--- src/hdl/save_image_header_crc_checker_unit_macros.svh ---
// Assertion macros for the save image header CRC checker.
`ifndef SAVE_IMAGE_HEADER_CRC_CHECKER_UNIT_MACROS_SVH
`define SAVE_IMAGE_HEADER_CRC_CHECKER_UNIT_MACROS_SVH

// Same-cycle implication, disabled in reset.
`define SIHCC_ASSERT_SAME(label, clk, rst_n, ante, cons) \
    label: assert property (@(posedge clk) disable iff (!rst_n) (ante) |-> (cons)) \
        else $error("sihcc same-cycle check failed");

// Next-cycle implication, disabled in reset.
`define SIHCC_ASSERT_NEXT(label, clk, rst_n, ante, cons) \
    label: assert property (@(posedge clk) disable iff (!rst_n) (ante) |=> (cons)) \
        else $error("sihcc next-cycle check failed");

`endif

--- src/hdl/sihcc_pkg.sv ---
// Package: types, constants and CRC function for the save image header checker.
`timescale 1ns / 1ps

package sihcc_pkg;

    typedef enum logic [1:0] {
        STATUS_OK      = 2'd0,
        STATUS_CORRUPT = 2'd1,
        STATUS_VERSION = 2'd2,
        STATUS_CRC     = 2'd3
    } status_t;

    typedef struct packed {
        logic [31:0]        payload_length;
        logic signed [63:0] timestamp;
        logic               compressed;
        logic [15:0]        format_version;
        status_t            status;
    } result_t;

    localparam int RESULT_W = $bits(result_t);
    localparam int TDATA_OUT_W = ((RESULT_W + 7) / 8) * 8;
    localparam int PAD_W = TDATA_OUT_W - RESULT_W;

    localparam logic [31:0] CRC_POLY    = 32'hEDB8_8320;
    localparam logic [31:0] CRC_INIT    = 32'hFFFF_FFFF;
    localparam logic [31:0] HEADER_LAST = 32'd31;
    localparam logic [15:0] VERSION_RST = 16'd1;

    localparam logic [7:0] MAGIC [4] = '{8'h4B, 8'h41, 8'h37, 8'h00};

    // Reflected CRC-32 update over one byte, LSB first.
    function automatic logic [31:0] crc_byte(input logic [31:0] crc_in, input logic [7:0] b);
        logic [31:0] c;
        c = crc_in ^ {24'd0, b};
        for (int k = 0; k < 8; k++)
        begin
            c = (c >> 1) ^ (CRC_POLY & {32{c[0]}});
        end
        return c;
    endfunction

endpackage

--- src/hdl/save_image_header_crc_checker_unit.sv ---
// Save image header CRC checker: one verdict per file from a byte stream.
// Input channel s_*: one file byte per transfer, s_tlast on the final byte.
// Output channel m_*: one verdict per file, carrying status and header fields.
// A file gives its verdict on the byte that decides it (bad magic, version,
// length or CRC result), or on its last byte if it ends early; bytes after a
// verdict are dropped until s_tlast, which starts the next file.
// Config: cfg_wr_en/cfg_wr_data set the highest accepted version (reset 1);
// write only while no file is in progress and no verdict is pending.
// Throughput: one byte per cycle while s_tready is high; the CRC update and
// header capture are combinational between the state and output registers.
// Latency: the verdict appears on m_tvalid the cycle after the deciding byte.
// A stalled m_tready holds the verdict; s_tready stays high as long as the
// output register is empty or drains in the same cycle.
// Reset clears the file state, CRC and the pending verdict at once.
`timescale 1ns / 1ps
`include "save_image_header_crc_checker_unit_macros.svh"

module save_image_header_crc_checker_unit
    import sihcc_pkg::*;
(
    input  logic                   clk,
    input  logic                   rst_n,
    input  logic                   s_tvalid,
    output logic                   s_tready,
    input  logic [7:0]             s_tdata,   // [7:0] file_byte
    input  logic                   s_tlast,   // last_byte
    output logic                   m_tvalid,
    input  logic                   m_tready,
    // [1:0] status, [17:2] format_version, [18] compressed,
    // [82:19] timestamp, [114:83] payload_length, rest zero
    output logic [TDATA_OUT_W-1:0] m_tdata,
    input  logic                   cfg_wr_en,
    input  logic [15:0]            cfg_wr_data
);

    logic    in_xfer;
    logic    res_valid;
    result_t res;
    result_t out_data;

    assign in_xfer = s_tvalid && s_tready;

    sihcc_parser u_parser (
        .clk        (clk),
        .rst_n      (rst_n),
        .accept     (in_xfer),
        .file_byte  (s_tdata),
        .last_byte  (s_tlast),
        .cfg_wr_en  (cfg_wr_en),
        .cfg_wr_data(cfg_wr_data),
        .res_valid  (res_valid),
        .res        (res)
    );

    sihcc_out_stage u_out (
        .clk      (clk),
        .rst_n    (rst_n),
        .load     (res_valid),
        .load_data(res),
        .room     (s_tready),
        .out_ready(m_tready),
        .out_valid(m_tvalid),
        .out_data (out_data)
    );

    assign m_tdata = {{PAD_W{1'b0}}, out_data};

    `SIHCC_ASSERT_SAME(a_res_only_on_xfer, clk, rst_n, res_valid, in_xfer)
    `SIHCC_ASSERT_NEXT(a_res_reaches_out, clk, rst_n, res_valid, m_tvalid)
    `SIHCC_ASSERT_SAME(a_no_accept_when_full, clk, rst_n, m_tvalid && !m_tready, !s_tready)

endmodule

--- src/hdl/sihcc_parser.sv ---
// Header parser, payload CRC and verdict logic for the save image checker.
`timescale 1ns / 1ps

module sihcc_parser
    import sihcc_pkg::*;
(
    input  logic        clk,
    input  logic        rst_n,
    input  logic        accept,
    input  logic [7:0]  file_byte,
    input  logic        last_byte,
    input  logic        cfg_wr_en,
    input  logic [15:0] cfg_wr_data,
    output logic        res_valid,
    output result_t     res
);

    logic [31:0]        pos_reg, pos_next;
    logic [31:0]        crc_reg, crc_next;
    logic               done_reg, done_next;
    logic [15:0]        cur_ver_reg;

    logic [15:0]        ver_reg, ver_next;
    logic               comp_reg, comp_next;
    logic [63:0]        time_reg, time_next;
    logic [31:0]        exp_crc_reg, exp_crc_next;
    logic [31:0]        exp_len_reg, exp_len_next;

    logic               have;
    status_t            verdict;
    logic [31:0]        crc_upd;
    logic               header_done;

    assign crc_upd     = crc_byte(crc_reg, file_byte);
    assign header_done = (pos_reg >= HEADER_LAST);

    always_comb
    begin
        pos_next     = pos_reg;
        crc_next     = crc_reg;
        done_next    = done_reg;
        ver_next     = ver_reg;
        comp_next    = comp_reg;
        time_next    = time_reg;
        exp_crc_next = exp_crc_reg;
        exp_len_next = exp_len_reg;
        have         = 1'b0;
        verdict      = STATUS_OK;
        if (accept)
        begin
            if (!done_reg)
            begin
                if (pos_reg < 32'd4)
                begin
                    if (file_byte != MAGIC[pos_reg[1:0]])
                    begin
                        have    = 1'b1;
                        verdict = STATUS_CORRUPT;
                    end
                end
                else if (pos_reg <= HEADER_LAST)
                begin
                    if (pos_reg < 32'd6)
                        ver_next[{pos_reg[0], 3'b000} +: 8] = file_byte;
                    else if (pos_reg == 32'd6)
                        comp_next = file_byte[0];
                    else if (pos_reg >= 32'd8 && pos_reg < 32'd16)
                        time_next[{pos_reg[2:0], 3'b000} +: 8] = file_byte;
                    else if (pos_reg >= 32'd16 && pos_reg < 32'd20)
                        exp_crc_next[{pos_reg[1:0], 3'b000} +: 8] = file_byte;
                    else if (pos_reg >= 32'd20 && pos_reg < 32'd24)
                        exp_len_next[{pos_reg[1:0], 3'b000} +: 8] = file_byte;

                    if (pos_reg == HEADER_LAST)
                    begin
                        priority if (ver_reg > cur_ver_reg)
                        begin
                            have    = 1'b1;
                            verdict = STATUS_VERSION;
                        end
                        else if (exp_len_reg[31])
                        begin
                            have    = 1'b1;
                            verdict = STATUS_CORRUPT;
                        end
                        else if (exp_len_reg == 32'd0)
                        begin
                            have    = 1'b1;
                            verdict = (exp_crc_reg == 32'd0) ? STATUS_OK : STATUS_CRC;
                        end
                    end
                end
                else
                begin
                    crc_next = crc_upd;
                    if ((pos_reg - HEADER_LAST) == exp_len_reg)
                    begin
                        have    = 1'b1;
                        verdict = ((~crc_upd) == exp_crc_reg) ? STATUS_OK : STATUS_CRC;
                    end
                end
                if (have)
                    done_next = 1'b1;
                else
                    pos_next = pos_reg + 32'd1;
            end
            if (last_byte)
            begin
                pos_next  = '0;
                crc_next  = CRC_INIT;
                done_next = 1'b0;
            end
        end
    end

    always_comb
    begin
        res_valid = accept && !done_reg && (have || last_byte);
        res       = '0;
        res.status = have ? verdict : STATUS_CORRUPT;
        if (header_done)
        begin
            res.format_version = ver_reg;
            res.compressed     = comp_reg;
            res.timestamp      = time_reg;
            res.payload_length = exp_len_reg;
        end
    end

    always_ff @(posedge clk or negedge rst_n)
    begin
        if (!rst_n)
        begin
            pos_reg     <= '0;
            crc_reg     <= CRC_INIT;
            done_reg    <= 1'b0;
            cur_ver_reg <= VERSION_RST;
        end
        else
        begin
            pos_reg  <= pos_next;
            crc_reg  <= crc_next;
            done_reg <= done_next;
            if (cfg_wr_en)
                cur_ver_reg <= cfg_wr_data;
        end
    end

    // Header fields: every one is rewritten before it is used in a file.
    always_ff @(posedge clk)
    begin
        ver_reg     <= ver_next;
        comp_reg    <= comp_next;
        time_reg    <= time_next;
        exp_crc_reg <= exp_crc_next;
        exp_len_reg <= exp_len_next;
    end

endmodule

--- src/hdl/sihcc_out_stage.sv ---
// Output register for verdict transfers, with ready passed back upstream.
`timescale 1ns / 1ps

module sihcc_out_stage
    import sihcc_pkg::*;
(
    input  logic    clk,
    input  logic    rst_n,
    input  logic    load,
    input  result_t load_data,
    output logic    room,
    input  logic    out_ready,
    output logic    out_valid,
    output result_t out_data
);

    logic    valid_reg;
    result_t data_reg;

    assign room      = !valid_reg || out_ready;
    assign out_valid = valid_reg;
    assign out_data  = data_reg;

    always_ff @(posedge clk or negedge rst_n)
    begin
        if (!rst_n)
            valid_reg <= 1'b0;
        else if (load)
            valid_reg <= 1'b1;
        else if (out_ready)
            valid_reg <= 1'b0;
    end

    always_ff @(posedge clk)
    begin
        if (load)
            data_reg <= load_data;
    end

endmodule

--- config.mk ---
export PLATFORM = sky130hd
export DESIGN_NAME = save_image_header_crc_checker_unit
export DESIGN_NICKNAME = d
export VERILOG_FILES = /design/src/hdl/sihcc_pkg.sv /design/src/hdl/save_image_header_crc_checker_unit.sv /design/src/hdl/sihcc_parser.sv /design/src/hdl/sihcc_out_stage.sv
export VERILOG_INCLUDE_DIRS = /design/src /design/src/hdl
export SDC_FILE = /design/constraint.sdc
export NUM_CORES = 1
export LEC_CHECK = 0
export ABC_AREA = 1
export ABC_CLOCK_PERIOD_IN_PS = 20500
export BUFFER_PORTS_ARGS = -buffer_cell sky130_fd_sc_hd__buf_2
export CELL_PAD_IN_SITES_DETAIL_PLACEMENT = 1
export CELL_PAD_IN_SITES_GLOBAL_PLACEMENT = 2
export CORE_MARGIN = 4
export CORE_UTILIZATION = 30
export CTS_BUF_LIST = sky130_fd_sc_hd__clkbuf_4 sky130_fd_sc_hd__clkbuf_8
export DETAILED_ROUTE_END_ITERATION = 8
export GPL_TIMING_DRIVEN = 0
export HOLD_SLACK_MARGIN = 0.02
export MAX_ROUTING_LAYER = met4
export PLACE_DENSITY = 0.69
export SLEW_MARGIN = 20
export SYNTH_ARGS = -nofsm -noshare
export SYNTH_HDL_FRONTEND = slang
export SYNTH_HIERARCHICAL = 1
export SYNTH_SLANG_ARGS = --single-unit
export TNS_END_PERCENT = 1
--- constraint.sdc ---
create_clock -name clk -period 20.5 [get_ports clk]
set_input_delay 3.075 -clock clk [delete_from_list [all_inputs] [get_ports clk]]
set_output_delay 3.075 -clock clk [all_outputs]
set_load 0.02 [all_outputs]
==> results.md <==
- The number of cells traversed by the worst register-to-register path is 19.
- Wires add up to 61800 microns.
- The total count of hold-check failures in the final report is 0.
- The initial antenna violation count came to 1.
- The category of the worst setup path launch point is a primary input.
- The critical path class is in -> out.
- The minimum clock period is 6.51 ns.
- The type of the worst min-delay path is reg -> reg.
- The number of placed instances, taps included is ~3000.
- The peak supply drop is around 0.05 mV.
- The die covers 63400 sq um.
- The congestion estimate from routability-driven global placement came to 0.882.
- The share of final-layout standard cells stronger than drive strength 1 is ~15%.
- Gates resized during post-CTS repair numbered 0.
- The instance count on the critical path is 4.
- For this design the static power due to leakage is around 9.5 nW.
- The first detailed-routing pass took 5 iterations.
- The count of different cell masters after synthesis is 45.
- The count of flip-flops with a built-in enable after synthesis is 260.
- The register bit count reported by yosys is 342.
- The buffer levels on the longest clock path is 3.
- The flow ran to the end, and the final reports show no timing, DRC or antenna violations.
- The count of routing violations after the opening detailed-route iteration is 919.
- The number of global-route vias before repair is 14900.
- The count of buffering cells on the critical path with inverters included is 3.
- Across the run, the number of max-cap violations was 0.
- The largest individual stage delay along the critical path comes from the cell sky130_fd_sc_hd__buf_2.
- Setup violations remaining at the end of the flow were counted as 0.
- Summed over all layers, the global routing overflow is 0.
- The number of remaining DRC errors is 0.
- The height of the die is 252 microns.
- Clock tree synthesis inserted a total of 59 buffers.
- CTS saw 342 sinks.
- For the worst setup path, the data required time is ~17 ns.
- The average size of a mapped cell is 8.72 sq um.
- The region available for standard cell placement spans 58900 sq um.
- The boundary pin count is about 150.
- Across all layers, the routed design uses 14400 vias.
- Measured against its own limit, the worst slew margin works out to 35.7%.
- The category of cells accounting for the largest share of critical-path delay is buffers and inverters.
- The fraction of registers with async set or reset after synthesis is between 20% and 30%.
- Counting instances, the worst hold path has a depth of 2.
- For the pin with the worst max-slew slack, the measured transition is 0.964 ns.
- The clock reaches the later pin of the worst-skew pair after 0.71 ns.
- Between clock sinks in the finished design, the worst skew comes to approximately 0.055 ns.
- Clock-pin slew was measured on the worst setup and hold paths at around 0.070 ns.
- Dividing the detail-routed wire length by the instance count gives 20.1 microns.
- The highest fanout seen on the critical path is 3.
- The final core area utilization is 35.7%.
- Dividing total power by cell area gives a power density of 83.6 nW/um^2.
- The number of buffer cells added on primary ports is 146.
- The arrival time at the worst endpoint is 3.44 ns.
- The global-route wire length before repair is between 90000 and 100000 microns.
- Derived from the worst setup path, the maximum achievable clock frequency is about 150 MHz.
- In the synthesized netlist the dominant register cell turns out to be sky130_fd_sc_hd__edfxtp_1.
- TritonCTS built the clock tree.
- The critical path endpoint category is a primary output.
- The HPWL after detailed placement is 48100 microns.
- In this run the remaining antenna-violating nets after routing total 0.
- The number of hold buffers added after CTS was 0.
- The cell count after synthesis is 2044.
- The number of max-slew violations in the final report is 0.
- The H-tree was split into 2 levels.
- The cell area after technology mapping is between 15000 and 20000 sq um.
- After detailed routing, the number of vias per cell comes to 4.65.
- For the final routed database, the setup TNS stands at 0 ns.
- Buffers added to address setup during post-CTS repair amount to 0.
- Counting stages on the worst path, the most repeated cell is sky130_fd_sc_hd__buf_2.
- Traced cell by cell, the critical path runs through buf_2 -> inv_1 -> nand2_2 -> buf_2.
- The horizontal die dimension is about 250 microns.
- From synthesis to final layout, the design area changed by 18.0%.
- The effective utilization at floorplan is 30.3%.
- Entering global routing, the biggest net connects 47 pins.
- The ratio of final minimum period to clock period is roughly a third.
- After floorplanning, the core was divided into 89 placement rows.
- The total routing usage reported by global routing is 19.8%.
- The number of cells in the finished layout apart from fillers is roughly 3000.
- After synthesis, flip-flops and latches occupy between 50% and 60% of the total area.
- Setup repair after global routing left no endpoint under its margin.
- The root buffer cell chosen for the clock tree is sky130_fd_sc_hd__clkbuf_8.
- At the end of the flow, the number of nets in the layout was 2320.
- On the worst path, the slowest cell contributes a delay of approximately 0.16 ns.
- The register with the most flip-flops in the layout has 115 of them.
- For this run, the number of Yosys warnings is 6.
[routing by layer]
metal | track usage [%] | wire [microns] | vias to the layer above
met1 | 26.5 | 28500 | 6974
met5 | - | 0 | -
li1 | - | - | 6953
met2 | 31.8 | 28900 | 343
met3 | 2.55 | 2890 | 83
met4 | 5.53 | 1580 | 0
[where the power goes]
| group | switching (mW) | internal (mW) | leakage [nW] |
|---|---|---|---|
| registers | 0.0109 | 0.787 | 3.51 |
| logic | 0.190 | 0.0691 | 5.32 |
| clock network | 0.315 | 0.388 | 0.663 |
[worst min-delay path, stage by stage (launching register included)]
cell and delay, ns:
sky130_fd_sc_hd__dfstp_2 0.37, sky130_fd_sc_hd__inv_1 0.06, sky130_fd_sc_hd__a21oi_1 0.06
[cell usage in the layout (no fill, tap or decap), types with 25 or more instances in the layout]
master and count:
sky130_fd_sc_hd__dfrtp_1 49, sky130_fd_sc_hd__clkbuf_1 29, sky130_fd_sc_hd__xor2_1 72, sky130_fd_sc_hd__nor2_1 410, sky130_fd_sc_hd__nor4_1 28, sky130_fd_sc_hd__o21ai_0 26
sky130_fd_sc_hd__inv_1 288, sky130_fd_sc_hd__clkbuf_8 59, sky130_fd_sc_hd__dfstp_2 33, sky130_fd_sc_hd__ha_1 29, sky130_fd_sc_hd__nand2_1 499, sky130_fd_sc_hd__nand4_1 25
sky130_fd_sc_hd__nand3_1 98, sky130_fd_sc_hd__buf_2 153, sky130_fd_sc_hd__a21oi_1 30, sky130_fd_sc_hd__nor3_1 29, sky130_fd_sc_hd__edfxtp_1 260
[per-stage QoR]
step	area [sq um]	setup WS [ns]	total power [mW]	hold WS, ns
3_5_place_dp	19700	13.98	1.07	0.481
5_1_grt	21000	13.95	1.85	0.521
3_3_place_gp	19500	7.16	1.07	0.478
6_report	21000	13.99	1.76	0.489
4_1_cts	21000	13.98	1.79	0.493
2_1_floorplan	17800	10.17	0.970	0.465
[Yosys cell counts (3+ instances only)]
| master | instances | share of area, % |
|---|---|---|
| sky130_fd_sc_hd__o21ai_0 | 26 | 0.73 |
| sky130_fd_sc_hd__nand2_1 | 499 | 11 |
| sky130_fd_sc_hd__buf_2 | 8 | 0.22 |
| sky130_fd_sc_hd__dfrtp_1 | 49 | 6.9 |
| sky130_fd_sc_hd__inv_1 | 288 | 6.1 |
| sky130_fd_sc_hd__o21bai_1 | 3 | 0.13 |
| sky130_fd_sc_hd__nor2_4 | 3 | 0.19 |
| sky130_fd_sc_hd__edfxtp_1 | 260 | 44 |
| sky130_fd_sc_hd__nand3_1 | 98 | 2.8 |
| sky130_fd_sc_hd__inv_2 | 7 | 0.15 |
| sky130_fd_sc_hd__ha_1 | 29 | 2.0 |
| sky130_fd_sc_hd__nor3_1 | 29 | 0.81 |
| sky130_fd_sc_hd__nand2_4 | 3 | 0.19 |
| sky130_fd_sc_hd__dfstp_2 | 33 | 4.9 |
| sky130_fd_sc_hd__o22a_1 | 3 | 0.15 |
| sky130_fd_sc_hd__nand2_2 | 12 | 0.42 |
| sky130_fd_sc_hd__buf_4 | 11 | 0.46 |
| sky130_fd_sc_hd__xnor3_1 | 3 | 0.38 |
| sky130_fd_sc_hd__nor2_2 | 8 | 0.28 |
| sky130_fd_sc_hd__or2_2 | 4 | 0.14 |
| sky130_fd_sc_hd__nand3b_1 | 13 | 0.55 |
| sky130_fd_sc_hd__buf_6 | 8 | 0.51 |
| sky130_fd_sc_hd__clkbuf_1 | 29 | 0.61 |
| sky130_fd_sc_hd__a22oi_1 | 15 | 0.63 |
| sky130_fd_sc_hd__nor4_1 | 28 | 0.98 |
| sky130_fd_sc_hd__nor2_1 | 410 | 8.6 |
| sky130_fd_sc_hd__nand4_1 | 25 | 0.88 |
| sky130_fd_sc_hd__xnor2_1 | 17 | 0.83 |
| sky130_fd_sc_hd__xor2_1 | 72 | 3.5 |
| sky130_fd_sc_hd__a21oi_1 | 31 | 0.87 |
[final cells by class]
type	instances	area (sq um)
tap	773	967
multi-input combinational	1352	6520
fill	6903	37900
sequential	342	9900
timing repair buffer	152	902
clock inverter	45	454
inverter	297	1110
buffer	57	325
antenna	1	2.50
clock buffer	65	857
[final timing paths]
| check | startpoint | end | slack (ns) |
|---|---|---|---|
| min in group asynchronous | rst_n | u_parser/cur_ver_reg[6] | 2.34 |
| max in group asynchronous | rst_n | u_parser/crc_reg[21] | 17.48 |
| hold / removal | u_parser/crc_reg[17] | u_parser/crc_reg[17] | 0.49 |
| hold reg to reg | u_parser/crc_reg[17] | u_parser/crc_reg[17] | 0.49 |
| setup / recovery | m_tready | s_tready | 13.99 |
| setup reg to reg | u_parser/pos_reg[0] | u_out/out_data[53] | 16.33 |
[kinds of logic after synthesis]
group | Yosys count | synth area share [%]
xor+xnor | 92 | 4.75
buf+inv | 354 | 8.08
simple gates | 1138 | 26.6
other cells | 1 | 0.0210
mux | 1 | 0.0631
compound gates | 87 | 2.90
fa+ha+maj | 29 | 2.03
flops | 342 | 55.5
Power figures use the tool's default switching activity.
